<file path="config.mk">
export PLATFORM = sky130hd
export DESIGN_NAME = vrt_cell
export DESIGN_NICKNAME = d
export VERILOG_FILES = /design/src/hw/rtl/vrt_pkg.sv /design/src/hw/rtl/vrt_cell.sv
export SDC_FILE = /design/constraint.sdc
export NUM_CORES = 1
export LEC_CHECK = 0
export BUFFER_PORTS_ARGS = -buffer_cell sky130_fd_sc_hd__buf_2
export CAP_MARGIN = 0
export CORE_AREA = 2 2 209 211
export DETAILED_ROUTE_END_ITERATION = 6
export DIE_AREA = 0 0 211 213
export GPL_ROUTABILITY_DRIVEN = 0
export PLACE_DENSITY = 0.69
export SKIP_CTS_REPAIR_TIMING = 1
export SLEW_MARGIN = 25
export SYNTH_ARGS = -nofsm -noshare
export SYNTH_HDL_FRONTEND = slang
export SYNTH_SLANG_ARGS = --single-unit
</file>
<file path="constraint.sdc">
create_clock -name clk -period 14.2 [get_ports clk]
set_clock_uncertainty 0.05 [all_clocks]
set_input_delay 0 -clock clk [delete_from_list [all_inputs] [get_ports clk]]
set_output_delay 0 -clock clk [all_outputs]
set_load 0.005 [all_outputs]
</file>
<file path="src/hw/rtl/vrt_pkg.sv">
// ----------------------------------------------------------------------------
// vrt_pkg: shared types and codes for the value remap table
// Request and status codes, the input and result words and the token that
// travels down the cell chain.
// ----------------------------------------------------------------------------
`default_nettype none

package vrt_pkg;

  localparam int unsigned KEY_W = 64;

  typedef logic [1:0] req_t;
  typedef logic [2:0] status_t;

  // request codes; every other code is decoded as a clear
  localparam req_t REQ_INSERT = 2'd0;
  localparam req_t REQ_LOOKUP = 2'd1;
  localparam req_t REQ_CLEAR  = 2'd2;

  localparam status_t ST_STORED      = 3'd0;
  localparam status_t ST_HIT         = 3'd1;
  localparam status_t ST_MISS_DEF    = 3'd2;
  localparam status_t ST_MISS_PASS   = 3'd3;
  localparam status_t ST_FULL        = 3'd4;
  localparam status_t ST_CLEARED     = 3'd5;

  typedef struct packed {
    req_t             req_type;
    logic [KEY_W-1:0] key;
    logic             key_is_null;
    logic [KEY_W-1:0] new_value;
    logic             new_value_is_null;
    logic             use_dflt;
    logic [KEY_W-1:0] dflt_value;
    logic             default_is_null;
  } vrt_in_t;

  typedef struct packed {
    logic [KEY_W-1:0] result_value;
    logic             result_is_null;
    status_t          status;
  } vrt_out_t;

  // request in flight through the chain
  typedef struct packed {
    logic             valid;
    vrt_in_t          word;
    logic             done;      // hit found or slot written
    logic [KEY_W-1:0] res_value;
    logic             res_null;
  } vrt_tok_t;

endpackage : vrt_pkg

`default_nettype wire

</file>
<file path="src/hw/rtl/vrt_cell.sv">
// ----------------------------------------------------------------------------
// vrt_cell: one table entry of the remap chain
// Holds one key/value pair, serves the token passing by and registers the
// token for its right-hand neighbor.
// ----------------------------------------------------------------------------
`default_nettype none

module vrt_cell
  import vrt_pkg::*;
(
  input  wire logic     clk,
  input  wire logic     rst_n,
  input  wire logic     adv,
  input  wire vrt_tok_t tok_in,
  output vrt_tok_t      tok_out
);

  logic [KEY_W-1:0] key_r, key_nxt;
  logic [KEY_W-1:0] val_r, val_nxt;
  logic             vnull_r, vnull_nxt;
  logic             valid_r, valid_nxt;
  vrt_tok_t         tok_r, tok_nxt;
  logic             match;
  logic             live;

  assign match = valid_r && !tok_in.word.key_is_null && (key_r == tok_in.word.key);
  assign live  = tok_in.valid && !tok_in.done;

  always_comb begin
    key_nxt   = key_r;
    val_nxt   = val_r;
    vnull_nxt = vnull_r;
    valid_nxt = valid_r;
    tok_nxt   = tok_in;
    case (tok_in.word.req_type)
      REQ_INSERT: begin
        // entries fill from the left, so the first free cell is the lowest free slot
        if (live && !tok_in.word.key_is_null && (match || !valid_r)) begin
          key_nxt      = tok_in.word.key;
          val_nxt      = tok_in.word.new_value_is_null ? '0 : tok_in.word.new_value;
          vnull_nxt    = tok_in.word.new_value_is_null;
          valid_nxt    = 1'b1;
          tok_nxt.done = 1'b1;
        end
      end
      REQ_LOOKUP: begin
        if (live && match) begin
          tok_nxt.done      = 1'b1;
          tok_nxt.res_value = val_r;
          tok_nxt.res_null  = vnull_r;
        end
      end
      default: begin
        if (tok_in.valid) begin
          valid_nxt = 1'b0;
        end
      end
    endcase
  end

  // only the valid flags are reset; payload bits are qualified by them
  always_ff @(posedge clk) begin
    if (!rst_n) begin
      valid_r     <= 1'b0;
      tok_r.valid <= 1'b0;
    end else if (adv) begin
      valid_r <= valid_nxt;
      key_r   <= key_nxt;
      val_r   <= val_nxt;
      vnull_r <= vnull_nxt;
      tok_r   <= tok_nxt;
    end
  end

  assign tok_out = tok_r;

endmodule : vrt_cell

`default_nettype wire

</file>
==> results of run 1 <==
-- final cells by class --
cell class                      instances  area, um^2  area share
Antenna cell                            3        7.51    0.000349
Clock buffer                           51        1110      0.0514
Clock inverter                         25         264      0.0123
Inverter                               21        78.8     0.00366
Multi-Input combinational cell        241        2120      0.0985
Sequential cell                       395       11800       0.550
Tap cell                              546         683      0.0317
Timing Repair Buffer                  808        5420       0.252
-- metrics by stage --
step                       util  worst slack (ns)
after floorplan               -             0.746
after global placement    0.409             10.16
after detailed placement  0.409             10.10
after CTS                 0.441             10.10
after global routing      0.504              9.74
final                     0.504             10.17
-- per-layer routing --
| metal | up-vias | routed length (um) |
|---|---|---|
| met5 | - | 0 |
| met4 | 0 | 1200 |
| met3 | 78 | 3070 |
| met2 | 432 | 21400 |
| met1 | 4579 | 14900 |
| li1 | 4274 | - |
-- worst max-delay path: cells and delay by family (launching register included) --
| kind | cells | cell delay, ns |
|---|---|---|
| buffers and inverters | 2 | 1.48 |
| and+or+nand+nor | 4 | 1.21 |
| DFF | 1 | 0.37 |
| AOI/OAI and AO/OA | 1 | 0.24 |
| xor gates and xnor gates | 1 | 0.15 |
-- cell usage after synthesis, drive strengths merged --
library cell	n	area [um^2]
and2	1	6.26
nor2b	83	519
nor3	1	5.00
a21oi	4	20.0
nand2b	4	25.0
and4	1	8.76
nand3	3	15.0
xnor2	13	114
mux2	65	878
nor4	10	68.8
o2111ai	2	17.5
nand4	6	37.5
dfxtp	2	40.0
a22o	1	8.76
or4	1	7.51
edfxtp	393	11800
a32oi	2	17.5
nand4b	1	8.76
xor2	25	219
a222oi	1	10.0
o22ai	8	50.1
clkbuf	7	26.3
inv	21	78.8
a2111oi	6	52.6
mux2i	1	10.0
nand2	2	7.51
buf	7	66.3
-- logic make-up (layout without fill, tap and decap cells) --
kind of cell           Yosys count  count (layout)  share of synthesized area
other                            0               3                          0
AND/OR/NAND/NOR                113             113                     0.0502
flip-flops                     395             395                      0.839
XOR/XNOR                        38              38                     0.0236
multiplexers                    66              66                     0.0629
AO/OA/AOI/OAI                   24              24                     0.0125
buffers and inverters           35             905                     0.0121
-- placed cells by master, fill, tap and decap left out, types with 6 or more instances in the layout --
cell             n
buf_2          532
edfxtp_1       393
dlygate4sd3_1  269
nor2b_1         83
clkbuf_16       43
mux2_4          39
mux2_2          26
xor2_1          25
inv_1           21
xnor2_1         13
nor4_1           9
o22ai_1          8
clkinv_2         8
clkbuf_1         8
a2111oi_0        6
nand4_1          6
clkinv_1         6
buf_4            6
-- final timing paths --
| path | cells past startpoint | from | endpoint | slack [ns] |
|---|---|---|---|---|
| setup / recovery | 8 | key_r[26] | val_r[56] | 10.17 |
| hold / removal | 2 | tok_in[111] | tok_out[111] | 0.11 |
| hold reg to reg | 1 | val_r[4] | tok_out[5] | 0.49 |
| setup reg to reg | 8 | key_r[26] | val_r[56] | 10.17 |
-- power by group --
group | internal, uW | total (uW) | switching [uW]
Clock | 649 | 1100 | 454
Combinational | 127 | 227 | 99.5
Sequential | 1340 | 1360 | 15.8
Total | 2120 | 2690 | 569
-- flip-flops by register name, summed over array words and instances (netlist names) --
register  count
tok_out     265
key_r        64
val_r        64
valid_r       1
vnull_r       1
==> impl_metrics.env, run 1 <==
export IMPL_place_hpwl_um=24900
export IMPL_netlist_area_um2=14100
export IMPL_clock_latency_ns=0.55
export IMPL_cp_common_cell="buf_4"
export IMPL_relSlewSlack=0.339
export IMPL_cts_sinks=395
export IMPL_drt_initial_drc_count=643
export IMPL_cts_buffers=42
export IMPL_vias=9363
export IMPL_maxSlewViolCount=0
export IMPL_dieArea_um2=44900
export IMPL_grtUsageMet3=0.0557
export IMPL_avgViaCountPerCell=4.48
export IMPL_status="finished, final reports clean"
export IMPL_grt_antenna_before_repair=3
export IMPL_cts_clk_slew_worst_paths_ns=0.07
export IMPL_placedCellCount=1742
export IMPL_grt_pass1_wl_um=48900
export IMPL_avgSynthCellArea_um2=21.0
export IMPL_syn_instance_count=671
export IMPL_wl_um=40500
export IMPL_peakVddDrop_mv=0.134
export IMPL_fin_nets=1777
export IMPL_ys_warn_count=0
export IMPL_hold_class="primary input to flop"
export IMPL_stdcell_count=2090
export IMPL_fill_cells=3365
export IMPL_coreArea_um2=42700
export IMPL_cp_required_ns=14.31
export IMPL_grt_pass1_vias=8364
export IMPL_cp_end_kind="flop"
export IMPL_use_met2=0.253
export IMPL_critical_path_class="flop to flop"
export IMPL_setup_viol=0
export IMPL_grt_overflow=0
export IMPL_use_met1=0.161
export IMPL_postPlaceCellArea_um2=17500
export IMPL_cp_arrival_ns=4.14
export IMPL_p_total_uw=2690
export IMPL_max_freq_ghz=0.248
export IMPL_portBuffers=532
export IMPL_crit_chain="xor2_1 > nor4_1 > nand4_1 > nor4_2 > nand3_1 > a21oi_4 > buf_4 > buf_4"
export IMPL_first_pass_iters=5
export IMPL_fin_hold_ws_ns=0.112
export IMPL_drc=0
export IMPL_syn_nets=939
export IMPL_rows=76
export IMPL_slowest_delay_ns=0.75
export IMPL_seq_area_frac_synth=0.839
export IMPL_ios=533
export IMPL_die_y_um=213
export IMPL_timing_final_crit_share=0.284
export IMPL_drive_gt1_frac=0.434
export IMPL_antenna_left=0
export IMPL_p_leak_uw=0.00849
export IMPL_h_tree_depth=2
export IMPL_ctsRootBufferMaster="clkbuf_16"
export IMPL_fin_area_um2=21500
export IMPL_dieWidth_um=211
export IMPL_powerDensity_nw_per_um2=125
export IMPL_synth_cell_types=30
export IMPL_final_hold_viol_count=0
export IMPL_drv_cap=0
export IMPL_initial_core_util=0.331
export IMPL_ys_seq_elements=395
export IMPL_grtUsageTotal=0.145
export IMPL_tns_ns=0
export IMPL_cts_max_path_buffers=3
export IMPL_top_usage_layer="met2"
export IMPL_finalCriticalPeriod_ns=4.03
export IMPL_tightest_slew_ns=0.992
export IMPL_slowest_stage="buf_4"
export IMPL_crit_path_start_kind="flop"
export IMPL_cts_tree="built"
export IMPL_cp_max_fo=67
export IMPL_grt_max_degree=150
export IMPL_rsz0062_at_grt="false"
export IMPL_avgRoutedWirePerCell_um=19.4
export IMPL_syn_to_final_growth_pct=52.4
Power figures use the tool's default switching activity.
==> run 2: changes to the inputs <==
Clock period 14.2 ns to 3.6 ns, I/O delays scaled along.
==> impl_metrics.env, run 2 (synthesis gave the netlist of run 1 again) <==
export IMPL_cp_required_ns=3.84
export IMPL_h_tree_depth=2
export IMPL_drive_gt1_frac=0.431
export IMPL_rsz0062_at_grt="false"
export IMPL_powerDensity_nw_per_um2=487
export IMPL_wl_um=40100
export IMPL_fin_area_um2=21500
export IMPL_use_met1=0.164
export IMPL_stdcell_count=2088
export IMPL_hold_end="vnull_r"
export IMPL_relSlewSlack=0.279
export IMPL_dieArea_um2=44900
export IMPL_crit_family="simple AND/OR/NAND/NOR gates"
export IMPL_top_usage_layer="met2"
export IMPL_critical_path_class="flop to flop"
export IMPL_antenna_left=0
export IMPL_avgViaCountPerCell=4.53
export IMPL_cts_buffers=42
export IMPL_pwr_share_seq=0.512
export IMPL_hold_class="primary input to flop"
export IMPL_final_hold_viol_count=0
export IMPL_p_int_uw=8290
export IMPL_ctsRootBufferMaster="clkbuf_16"
export IMPL_first_pass_iters=4
export IMPL_slowest_stage="nor4_1"
export IMPL_p_total_uw=10500
export IMPL_grt_pass1_vias=8153
export IMPL_syn_to_final_growth_pct=52.3
export IMPL_initial_core_util=0.331
export IMPL_dieWidth_um=211
export IMPL_max_freq_ghz=0.299
export IMPL_rows=76
export IMPL_reg2reg_depth=7
export IMPL_status="finished, final reports clean"
export IMPL_die_y_um=213
export IMPL_setup_viol=0
export IMPL_fin_nets=1778
export IMPL_p_leak_uw=0.00848
export IMPL_hp_start="tok_in[132]"
export IMPL_cts_tree="built"
export IMPL_coreArea_um2=42700
export IMPL_peakVddDrop_mv=0.457
export IMPL_maxSlewViolCount=0
export IMPL_postPlaceCellArea_um2=17500
export IMPL_post_route_util=0.504
export IMPL_grtUsageTotal=0.146
export IMPL_drv_cap=0
export IMPL_sw_frac_of_total=0.209
export IMPL_timing_final_crit_share=0.929
export IMPL_avgRoutedWirePerCell_um=19.2
export IMPL_p_sw_uw=2190
export IMPL_grt_antenna_before_repair=3
export IMPL_drc=0
export IMPL_rr_startpoint="key_r[37]"
export IMPL_crit_path_start_kind="flop"
export IMPL_power_frac_comb=0.085
export IMPL_r2r_end="tok_out[38]"
export IMPL_final_cell_mix="buf_2 (532), edfxtp_1 (393), dlygate4sd3_1 (268)"
export IMPL_cp_end_kind="flop"
export IMPL_cts_clk_slew_worst_paths_ns=0.06
export IMPL_use_met2=0.255
export IMPL_drt_initial_drc_count=652
export IMPL_slowest_delay_ns=0.74
export IMPL_cts_sinks=395
export IMPL_grt_overflow=0
export IMPL_vias=9459
export IMPL_crit_buf_inv=1
export IMPL_reg2reg_slack_ns=0.25
export IMPL_fin_ws_ns=0.254
export IMPL_place_hpwl_um=25500
export IMPL_portBuffers=532
export IMPL_grt_pass1_wl_um=48700
export IMPL_tightest_slew_ns=1.08
export IMPL_grt_max_degree=164
export IMPL_finalCriticalPeriod_ns=3.35
export IMPL_layout_commonest_cell="buf_2"
export IMPL_crit_chain="nor2b_1 > a2111oi_0 > o2111ai_1 > nor4_1 > nand4_1 > buf_12 > mux2_4"
export IMPL_clock_latency_ns=0.55
export IMPL_ios=533
export IMPL_holdPathStages=1
export IMPL_fill_cells=3390
export IMPL_pwr_share_clk=0.403
export IMPL_cp_max_fo=66
export IMPL_grtUsageMet3=0.0502
export IMPL_cp_arrival_ns=3.59
export IMPL_largest_reg_flops=265
export IMPL_cts_max_path_buffers=3
export IMPL_placedCellCount=1744
export IMPL_dp_slack_ns=0.337
## run 2: changes by cell type in the layout (fill, tap and decap cells not counted)
cell           change
clkbuf_1           +5
clkinv_2           -4
buf_12             +3
clkinv_4           -3
buf_4              -1
bufinv_16          -1
clkinv_1           +1
diode_2            -1
dlygate4sd3_1      -1
inv_6              -1
inv_8              +1
## run 2: worst reg2reg max path: stages, from the launching register on
cell and delay, ns:
edfxtp_1 0.39, nor2b_1 0.15, a2111oi_0 0.43, o2111ai_1 0.20, nor4_1 0.74, nand4_1 0.28, buf_12 0.26, mux2_4 0.60
## run 2: per-stage QoR
stage	hold slack (ns)	setup TNS, ns
2_1_floorplan	0.0489	-168.81
3_3_place_gp	0.127	0
3_5_place_dp	0.128	0
4_1_cts	-0.479	0
5_1_grt	0.00776	0
6_report	0.0162	0
## run 2: power groups by stage
stage,Combinational (uW),Sequential [uW],Clock [uW]
6_report,893,5360,4220
4_1_cts,652,5360,4320
3_5_place_dp,649,5450,0
5_1_grt,958,5380,4500
3_3_place_gp,633,5450,0
2_1_floorplan,156,5490,0
## run 2: final cells by class
class	instances	area [um^2]	share of cell area
flip-flops and latches	395	11800	0.550
clock buffers	56	1120	0.0523
well taps	546	683	0.0318
inverters	21	78.8	0.00366
clock inverters	18	194	0.00902
repair buffers	809	5460	0.254
multi-input cells	241	2120	0.0986
diodes	2	5.00	0.000233
## run 2: worst max path at each step
| stage | startpoint | end | slack (ns) | cells after the start |
|---|---|---|---|---|
| final | key_r[37] | tok_out[38] | 0.25 | 7 |
| after global routing | key_r[37] | val_r[61] | 0.20 | 7 |
| after CTS | key_r[37] | val_r[4] | 0.27 | 7 |
| after detailed placement | key_r[37] | val_r[15] | 0.34 | 7 |
| after global placement | key_r[37] | val_r[61] | 0.50 | 7 |
| after floorplan | rst_n | key_r[0] | -1.31 | 3 |
## run 2: routing by layer
| layer | routed length (um) | vias up |
|---|---|---|
| met1 | 15000 | 4692 |
| met5 | 0 | - |
| met2 | 21200 | 418 |
| met3 | 2870 | 78 |
| met4 | 1050 | 0 |
| li1 | - | 4271 |
