<file path="config.mk">
export PLATFORM = sky130hd
export DESIGN_NAME = vrt_tail
export DESIGN_NICKNAME = d
export VERILOG_FILES = /design/src/hw/rtl/vrt_pkg.sv /design/src/hw/rtl/vrt_tail.sv
export SDC_FILE = /design/constraint.sdc
export NUM_CORES = 1
export LEC_CHECK = 0
export BUFFER_PORTS_ARGS = -buffer_cell sky130_fd_sc_hd__buf_2
export CAP_MARGIN = 5
export CORE_ASPECT_RATIO = 0.6
export CORE_MARGIN = 2
export CORE_UTILIZATION = 44
export CTS_BUF_LIST = sky130_fd_sc_hd__clkbuf_16
export CTS_CLUSTER_DIAMETER = 150
export DETAILED_ROUTE_END_ITERATION = 6
export PLACE_DENSITY_LB_ADDON = 0.1
export SYNTH_ARGS = -nofsm -noshare
export SYNTH_HDL_FRONTEND = slang
export SYNTH_SLANG_ARGS = --single-unit
</file>
<file path="constraint.sdc">
create_clock -name clk -period 1.45 [get_ports clk]
set_input_delay 0.29 -clock clk [delete_from_list [all_inputs] [get_ports clk]]
set_output_delay 0.29 -clock clk [all_outputs]
set_load 0.01 [all_outputs]
</file>
<file path="src/hw/rtl/vrt_pkg.sv">
// ----------------------------------------------------------------------------
// vrt_pkg: shared types and codes for the value remap table
// Request and status codes, the input and result words and the token that
// travels down the cell chain.
// ----------------------------------------------------------------------------
`default_nettype none

package vrt_pkg;

  localparam int unsigned KEY_W = 64;

  typedef logic [1:0] req_t;
  typedef logic [2:0] status_t;

  // request codes; every other code is decoded as a clear
  localparam req_t REQ_INSERT = 2'd0;
  localparam req_t REQ_LOOKUP = 2'd1;
  localparam req_t REQ_CLEAR  = 2'd2;

  localparam status_t ST_STORED      = 3'd0;
  localparam status_t ST_HIT         = 3'd1;
  localparam status_t ST_MISS_DEF    = 3'd2;
  localparam status_t ST_MISS_PASS   = 3'd3;
  localparam status_t ST_FULL        = 3'd4;
  localparam status_t ST_CLEARED     = 3'd5;

  typedef struct packed {
    req_t             req_type;
    logic [KEY_W-1:0] key;
    logic             key_is_null;
    logic [KEY_W-1:0] new_value;
    logic             new_value_is_null;
    logic             use_dflt;
    logic [KEY_W-1:0] dflt_value;
    logic             default_is_null;
  } vrt_in_t;

  typedef struct packed {
    logic [KEY_W-1:0] result_value;
    logic             result_is_null;
    status_t          status;
  } vrt_out_t;

  // request in flight through the chain
  typedef struct packed {
    logic             valid;
    vrt_in_t          word;
    logic             done;      // hit found or slot written
    logic [KEY_W-1:0] res_value;
    logic             res_null;
  } vrt_tok_t;

endpackage : vrt_pkg

`default_nettype wire

</file>
<file path="src/hw/rtl/vrt_tail.sv">
// ----------------------------------------------------------------------------
// vrt_tail: end of the remap chain
// Keeps the null-key mapping, resolves hit/default/passthrough and holds the
// output register.
// ----------------------------------------------------------------------------
`default_nettype none

module vrt_tail
  import vrt_pkg::*;
(
  input  wire logic     clk,
  input  wire logic     rst_n,
  input  wire logic     adv,
  input  wire vrt_tok_t tok_in,
  output logic          out_valid,
  output vrt_out_t      out_data
);

  logic             nk_mapped_r, nk_mapped_nxt;
  logic [KEY_W-1:0] nk_val_r, nk_val_nxt;
  logic             nk_null_r, nk_null_nxt;
  logic             out_valid_r;
  vrt_out_t         out_r, out_nxt;
  logic             hit;
  logic [KEY_W-1:0] hit_val;
  logic             hit_null;

  always_comb begin
    nk_mapped_nxt = nk_mapped_r;
    nk_val_nxt    = nk_val_r;
    nk_null_nxt   = nk_null_r;
    out_nxt       = '0;
    hit      = tok_in.word.key_is_null ? nk_mapped_r : tok_in.done;
    hit_val  = tok_in.word.key_is_null ? nk_val_r    : tok_in.res_value;
    hit_null = tok_in.word.key_is_null ? nk_null_r   : tok_in.res_null;
    case (tok_in.word.req_type)
      REQ_INSERT: begin
        if (tok_in.word.key_is_null) begin
          if (tok_in.valid) begin
            nk_mapped_nxt = 1'b1;
            nk_val_nxt    = tok_in.word.new_value_is_null ? '0 : tok_in.word.new_value;
            nk_null_nxt   = tok_in.word.new_value_is_null;
          end
          out_nxt.status = ST_STORED;
        end else begin
          out_nxt.status = tok_in.done ? ST_STORED : ST_FULL;
        end
      end
      REQ_LOOKUP: begin
        if (hit) begin
          out_nxt.status         = ST_HIT;
          out_nxt.result_is_null = hit_null;
          out_nxt.result_value   = hit_val;
        end else if (tok_in.word.use_dflt) begin
          out_nxt.status         = ST_MISS_DEF;
          out_nxt.result_is_null = tok_in.word.default_is_null;
          out_nxt.result_value   = tok_in.word.dflt_value;
        end else begin
          out_nxt.status         = ST_MISS_PASS;
          out_nxt.result_is_null = tok_in.word.key_is_null;
          out_nxt.result_value   = tok_in.word.key;
        end
        if (out_nxt.result_is_null) begin
          out_nxt.result_value = '0;
        end
      end
      default: begin
        if (tok_in.valid) begin
          nk_mapped_nxt = 1'b0;
          nk_val_nxt    = '0;
          nk_null_nxt   = 1'b0;
        end
        out_nxt.status = ST_CLEARED;
      end
    endcase
  end

  always_ff @(posedge clk) begin
    if (!rst_n) begin
      nk_mapped_r <= 1'b0;
      nk_val_r    <= '0;
      nk_null_r   <= 1'b0;
      out_valid_r <= 1'b0;
    end else if (adv) begin
      nk_mapped_r <= nk_mapped_nxt;
      nk_val_r    <= nk_val_nxt;
      nk_null_r   <= nk_null_nxt;
      out_valid_r <= tok_in.valid;
    end
  end

  always_ff @(posedge clk) begin
    if (adv) begin
      out_r <= out_nxt;
    end
  end

  assign out_valid = out_valid_r;
  assign out_data  = out_r;

endmodule : vrt_tail

`default_nettype wire

</file>
==> results.env, run 1 <==
CRITPATHCAPTURETYPE='flip-flop'
SEQ_AREA_FRAC_SYNTH_PCT=44.2
POWER.DENSITY_nW_PER_UM2=963
POST_CTS_CLOCK_SLEW_AT_THE_LAUNCH_AND_CAPTURE_REGISTERS_OF_THE_WORST_SETUP_AND_HOLD_PATHS_NS=0.07
GRT_USAGE_PCT=24.6
SYNTHTOPCELLSBYAREA='edfxtp_1, dfxtp_1, mux2i_1'
GRT_REMAINING_OVERFLOW=0
CTS-BUFFERS-INSERTED=17
POWER_LEAKAGE_nW=4.76
YOSYS_WARNINGS=0
YOSYS_REGISTER_BITS=135
GRT_START_MAX_NET_PINS=71
HOLD-PATH-ENDPOINT='nk_val_r[19]$_SDFFE_PN0P_'
RSZ0062_AT_GRT='no'
ROW_COUNT=37
TIMING.SLEW.HEADROOM_PCT=72.1
LENGTH_OF_THE_FIRST_DETAILED_ROUTING_PASS_IN_ITERATIONS=4
MIN_PATH_TYPE='in -> reg'
DP_HPWL_UM=16400
R2R_SLACK_NS=0.04
MAX_SLEW_VIOLATION_TOTAL_FROM_THE_FINAL_REPORT=0
FINAL_MIN_PERIOD_OVER_CLOCK_PERIOD_PCT=97.1
DESIGN.CORE.AREA_UM2=17100
WORST-PATH-MAX-FANOUT=12
FLOORPLAN.IO_PINS=337
MIN-DELAY-START='tok_in[152]'
VIA_COUNT_OF_THE_FIRST_GLOBAL_ROUTING_PASS=6319
NUMBER_OF_MAXIMUM_CAPACITANCE_VIOLATIONS=0
LAYOUT.FILLER_CELLS=1474
CLKSINKCOUNT=135
VIA_COUNT=6423
CHIP_HEIGHT_UM=106
CRITPATHARRIVALTIME_NS=1.56
NETLIST_AREA_BEFORE_PLACEMENT_UM2=7660
SYNTH_LARGEST_AREA_CELL='edfxtp_1'
PROPORTION_OF_LAYOUT_CELLS_WITH_A_DRIVE_SUFFIX_ABOVE_1_PCT=51.9
RUN_STATUS='complete, no violations'
FINALSETUPVIOLCOUNT=0
DESIGN.FINAL.NETS=1283
YOSYSUNIQUECELLTYPES=31
GRT_PASS1_WL_UM=34900
NUMBER_OF_FAILING_HOLD_ENDPOINTS_AT_THE_FINAL_STAGE=0
WORST_SETUP_PATH_CLASS='reg -> reg'
FINALWORSTPATHREQUIREDPERIOD_NS=1.41
STARTPOINT_TYPE='flip-flop'
WIRELENGTH_PER_CELL_UM=18.2
CTS_TREE='done'
SYNTHCELLS=679
DETAIL-ROUTE-ANTENNA-NETS=0
IO_BUFFERS=336
GRT_ANTENNA_BEFORE_REPAIR=5
HTREE_NUM_LEVELS=4
WORST_SKEW_PAIR_LATER_PIN_LATENCY_NS=0.42
SYNTH_NET_COUNT=947
CLOCK_PATH_BUFFERS=2
REG_TO_REG_CRITICAL_PATH_STARTPOINT='nk_mapped_r$_SDFFE_PN0P_'
SLEW_AT_THE_PIN_CLOSEST_TO_ITS_MAX_SLEW_LIMIT_NS=0.419
CLOCK-SKEW-FINAL_NS=0.0125
CLOCK_ROOT_BUFFER_MASTER='clkbuf_16'
TOTAL_POWER_W=0.0101
MIN_PATH_CELLS=3
REG2REG_DEPTH=4
FMAX_ACHIEVED_MHz=710
SYNTH_LARGEST_TYPE_AREA_FRACTION_PCT=26.7
POSTLAYOUTCELLAREA_UM2=10500
DRT_ITER0_DRC=376
PLACE_AREA_UM2=9900
POST-ROUTE-DRC-COUNT=0
SYN-MEAN-INSTANCE-AREA_UM2=11.3
INITIAL_UTILIZATION_PCT=44.8
GP_CONGESTION=0.795
IRDROPWORSTVDD_mV=0.682
AREA.GROWTH.SYNTH_TO_FINAL_PCT=37.4
R2R-END='out_data[3]$_SDFFCE_PP0P_'
TIMING.CRITICAL_PATH.REQUIRED_NS=1.61
DETAIL_ROUTE.WIRELENGTH_UM=23000
DIE_X_UM=174
VIAS_PER_CELL=5.08
FP.DIEAREA_UM2=18500
## synthesized netlist by cell type (all sizes together)
library cell    n
mux2i         128
buf            56
dfxtp          67
a31oi           1
edfxtp         68
o32a            1
or2             1
a21o            1
a21oi           2
nand2         197
o32ai          64
clkbuf          9
nand2b          3
o21bai          1
nor3            1
inv             4
nor2b           1
or4             1
mux2           64
and2b           1
nor4b           1
and3            2
nand3           2
a41oi           1
a211oi          1
or3b            1
## cell type report
| cell class | instances | area, um2 | area share, % |
|---|---|---|---|
| diodes | 2 | 5.00 | 0.0475 |
| clock buffers | 17 | 425 | 4.04 |
| clock inverters | 15 | 155 | 1.47 |
| inverters | 4 | 15.0 | 0.143 |
| multi-input cells | 475 | 3890 | 37.0 |
| flip-flops and latches | 135 | 3380 | 32.1 |
| well taps | 234 | 293 | 2.78 |
| repair buffers | 382 | 2360 | 22.4 |
## flip-flops by register name, summed over array words and instances, names as in the netlist
register     cells
out_data        68
nk_mapped_r      1
nk_val_r        64
out_valid        1
nk_null_r        1
## worst max-delay path: stages, from the launching register on
cell and delay [ns]:
dfxtp_1 0.35, inv_2 0.07, o32a_4 0.38, buf_12 0.17, and3_1 0.17
## metrics by stage
stage,setup WS (ns),setup TNS (ns),hold slack (ns),instances,util [%]
2_1_floorplan,0.00366,0,0.402,679,-
3_3_place_gp,-0.115,-3.09,0.445,1229,57.9
3_5_place_dp,-0.122,-3.96,0.450,1229,57.9
4_1_cts,0.0266,0,0.100,1262,61.6
5_1_grt,0.0219,0,0.105,1263,61.6
6_report,0.0420,0,0.109,1264,61.6
## cells by family (layout without fill, tap and decap cells)
group	Yosys count	in the layout	synth area share, %
buf+inv	69	418	5.80
flops	135	135	44.2
compound gates	72	72	13.0
mux	192	192	26.1
other cells	0	2	0
simple gates	211	211	10.9
## layout by cell type (no fill, tap or decap), types with 15 or more instances in the layout
master and n:
edfxtp_1 68, o32ai_2 49, buf_2 333, mux2i_1 128, mux2_2 64, buf_12 24
buf_4 24, dfxtp_1 67, nand2_1 197, clkbuf_16 17, o32ai_1 15
## where the power goes
| group | internal, W | leakage [nW] | switching, W |
|---|---|---|---|
| Clock | 0.00254 | 0.279 | 0.00173 |
| Combinational | 0.000844 | 3.24 | 0.000850 |
| Sequential | 0.00413 | 1.24 | 0.0000361 |
## worst max path at each step
stage | start | endpoint | slack (ns)
after floorplan | tok_in[197] | out_data[39]$_SDFFCE_PP0P_ | 0.004
after global placement | tok_in[197] | out_data[12]$_SDFFCE_PP0P_ | -0.11
after detailed placement | tok_in[197] | out_data[12]$_SDFFCE_PP0P_ | -0.12
after CTS | nk_mapped_r$_SDFFE_PN0P_ | out_data[3]$_SDFFCE_PP0P_ | 0.03
after global routing | nk_mapped_r$_SDFFE_PN0P_ | out_data[3]$_SDFFCE_PP0P_ | 0.02
final | nk_mapped_r$_SDFFE_PN0P_ | out_data[3]$_SDFFCE_PP0P_ | 0.04
## routing by layer
layer / GRT usage [%] / up-vias / part of all wire (%)
li1: - / 3160 / -
met1: 33.1 / 3001 / 45
met2: 39.3 / 236 / 47
met3: 6.58 / 20 / 7.3
met4: 6.60 / 6 / 1.0
met5: 0 / - / 0.15
## what timing repair did
action | in CTS | in global routing
resized for setup | 1 | 1
pin swaps | 1 | 0
buffers inserted | 0 | 0
setup endpoints to repair | 1 | 3
hold buffers | 0 | 0
gates cloned | 1 | 0
(Power assumes the default switching activity.)
==> inputs of run 2 (changes only) <==
--- a/config.mk
+++ b/config.mk
@@ -9,10 +9,11 @@
 export CAP_MARGIN = 5
 export CORE_ASPECT_RATIO = 0.6
 export CORE_MARGIN = 2
-export CORE_UTILIZATION = 44
+export CORE_UTILIZATION = 52
 export CTS_BUF_LIST = sky130_fd_sc_hd__clkbuf_16
 export CTS_CLUSTER_DIAMETER = 150
 export DETAILED_ROUTE_END_ITERATION = 6
+export GPL_TIMING_DRIVEN = 0
 export PLACE_DENSITY_LB_ADDON = 0.1
 export SYNTH_ARGS = -nofsm -noshare
 export SYNTH_HDL_FRONTEND = slang
==> constraint.sdc (replaced) <==
create_clock -name clk -period 1.8 [get_ports clk]
set_input_delay 0.36 -clock clk [delete_from_list [all_inputs] [get_ports clk]]
set_output_delay 0.36 -clock clk [all_outputs]
set_load 0.01 [all_outputs]
==> results.env, run 2 (synthesis results as in run 1) <==
RUN_STATUS='complete, no violations'
POWER_LEAKAGE_nW=4.64  # -2.5%
CRITPATHARRIVALTIME_NS=1.71  # +0.15 ns
VIA_COUNT_OF_THE_FIRST_GLOBAL_ROUTING_PASS=6404  # +1.3%
INITIAL_UTILIZATION_PCT=53.0  # +8.1 points
VIA_COUNT=6499  # +1.2%
CHIP_HEIGHT_UM=98.0  # -7.7%
CLKSINKCOUNT=135  # unchanged
IO_BUFFERS=334  # -0.60%
MAX_REG_FLOPS=68  # unchanged
DETAIL-ROUTE-ANTENNA-NETS=0  # unchanged
GRT_REMAINING_OVERFLOW=0  # unchanged
LAYOUT.CELLS.MOST_COMMON='buf_2'
WORST_SKEW_PAIR_LATER_PIN_LATENCY_NS=0.42  # about the same
SETUP_TNS_NS=0  # unchanged
AREA.GROWTH.SYNTH_TO_FINAL_PCT=32.5
CLOCK_ROOT_BUFFER_MASTER='clkbuf_16'
TOTAL_POWER_W=0.00793  # -22%
DIE_X_UM=161  # -7.8%
FP.DIEAREA_UM2=15800  # -15%
MOSTFREQUENTLAYOUTCELLS='buf_2, nand2_1, mux2i_1'
PROPORTION_OF_LAYOUT_CELLS_WITH_A_DRIVE_SUFFIX_ABOVE_1_PCT=51.2  # -0.75 points
POSTLAYOUTCELLAREA_UM2=10100  # -3.6%
LENGTH_OF_THE_FIRST_DETAILED_ROUTING_PASS_IN_ITERATIONS=5  # +1
DP_HPWL_UM=16400  # -0.33%
GRT_START_MAX_NET_PINS=72  # +1.4%
FINALSETUPVIOLCOUNT=0  # unchanged
HTREE_NUM_LEVELS=4  # unchanged
STARTPOINT_TYPE='flip-flop'
MULTI_INPUT_COMB_AREA_UM2=3830  # -1.4%
SLEW_AT_THE_PIN_CLOSEST_TO_ITS_MAX_SLEW_LIMIT_NS=0.700  # +0.281 ns
CLOCK-SKEW-FINAL_NS=0.0106  # -0.00191 ns
FINALWORSTPATHREQUIREDPERIOD_NS=1.55  # +0.145 ns
GP_CONGESTION=0.806  # +1.4%
FINAL_SETUP_SLACK_OF_THE_WORST_PATH_NS=0.247  # +0.205 ns
VIAS_PER_CELL=5.22  # +2.7%
GRT_USAGE_PCT=28.2  # +3.6 points
ROW_COUNT=34  # -8.1%
RSZ0062_AT_GRT='no'
POWER.DENSITY_nW_PER_UM2=782  # -19%
DRT_ITER0_DRC=337  # -10%
GRT_ANTENNA_BEFORE_REPAIR=3  # -2
FINAL_MIN_PERIOD_OVER_CLOCK_PERIOD_PCT=86.3  # -11 points
PLACE_AREA_UM2=9580  # -3.2%
FMAX_ACHIEVED_MHz=644  # -9.3%
FF_LATCH_AREA_UM2=3380  # unchanged
TIMING.SLEW.HEADROOM_PCT=53.3  # -19 points
DPL_WORST_SLACK_NS=-0.409  # -0.287 ns
FLOORPLAN.IO_PINS=337  # unchanged
MIN_PATH_TYPE='in -> reg'
DETAIL_ROUTE.WIRELENGTH_UM=22200  # -3.6%
CTS_TREE='done'
MAX_SLEW_VIOLATION_TOTAL_FROM_THE_FINAL_REPORT=0  # unchanged
CLOCK_PATH_BUFFERS=2  # unchanged
CRITPATHCAPTURETYPE='flip-flop'
DESIGN.FINAL.NETS=1300  # +1.3%
LAYOUTNONFILLERINSTCOUNT=1245  # -1.5%
CTS_HOLD_BUFFERS=0  # unchanged
IRDROPWORSTVDD_mV=0.457  # -33%
GRT_PASS1_WL_UM=34300  # -1.8%
WORST-PATH-MAX-FANOUT=10  # -2
POST-ROUTE-DRC-COUNT=0  # unchanged
WIRELENGTH_PER_CELL_UM=17.8  # -2.1%
POST_CTS_CLOCK_SLEW_AT_THE_LAUNCH_AND_CAPTURE_REGISTERS_OF_THE_WORST_SETUP_AND_HOLD_PATHS_NS=0.06  # about the same
NUMBER_OF_MAXIMUM_CAPACITANCE_VIOLATIONS=0  # unchanged
LAYOUT.FILLER_CELLS=1137  # -23%
WORST_SETUP_PATH_CLASS='reg -> reg'
TIMING.CRITICAL_PATH.REQUIRED_NS=1.95  # +0.34 ns
NUMBER_OF_FAILING_HOLD_ENDPOINTS_AT_THE_FINAL_STAGE=0  # unchanged
CTS-BUFFERS-INSERTED=17  # unchanged
DESIGN.CORE.AREA_UM2=14500  # -15%
POST-PLACE-CELLS=1211  # -1.5%
==> run 2: cell count changes in the layout (fill, tap and decap cells not counted), moves of 2 or more <==
cell	delta
buf_4	-15
clkbuf_1	+9
buf_6	+16
buf_2	+31
inv_1	+2
buf_12	-24
==> run 2: report_power, final <==
group	internal, W	switching [W]
sequential	0.00333	0.0000257
combinational	0.000598	0.000665
clock	0.00190	0.00141
==> run 2: path summary, 6_finish.rpt <==
check                                             endpoint                     start  slack [ns]  depth (start not counted)
worst min register to register    nk_val_r[1]$_SDFFE_PN0P_  nk_val_r[1]$_SDFFE_PN0P_        0.46                          2
worst max-delay path            out_data[40]$_SDFFCE_PP0P_  nk_mapped_r$_SDFFE_PN0P_        0.25                          5
worst min-delay path              nk_val_r[7]$_SDFFE_PN0P_               tok_in[140]        0.18                          3
worst max register to register  out_data[40]$_SDFFCE_PP0P_  nk_mapped_r$_SDFFE_PN0P_        0.25                          5
==> run 2: metrics by stage <==
stage                     util, %  hold WS (ns)
after floorplan                 -         0.435
after global placement       66.2         0.444
after detailed placement     66.3         0.449
after CTS                    70.1         0.164
after global routing         70.1         0.175
final                        70.2         0.177
==> run 2: worst max-delay path: stages (launching register included) <==
cell	delay, ns
dfxtp_1	0.31
inv_1	0.10
o32a_1	0.19
buf_2	0.29
buf_4	0.28
o32ai_2	0.11
==> run 2: final cells by class <==
| type | count | share of cell area (%) |
|---|---|---|
| Tap cell | 198 | 2.44 |
| Sequential cell | 135 | 33.3 |
| Clock inverter | 15 | 1.29 |
| Buffer | 65 | 4.23 |
| Timing Repair Buffer | 334 | 16.5 |
| Inverter | 4 | 0.148 |
| Multi-Input combinational cell | 475 | 37.8 |
| Antenna cell | 2 | 0.0493 |
| Clock buffer | 17 | 4.19 |
==> run 2: layer usage <==
layer	global-route usage (%)	wire length (um)	vias to the layer above
met3	6.80	1600	26
met4	8.24	300	2
li1	-	-	3182
met1	36.9	9800	3033
met2	47.0	10400	256
met5	0	13	-
==> run 2: what timing repair did <==
action | 4_1_cts | 5_1_grt
gates resized for setup | 0 | 1
setup endpoints to repair | 0 | 51
setup buffers | 0 | 0
hold endpoints to repair | 0 | 0
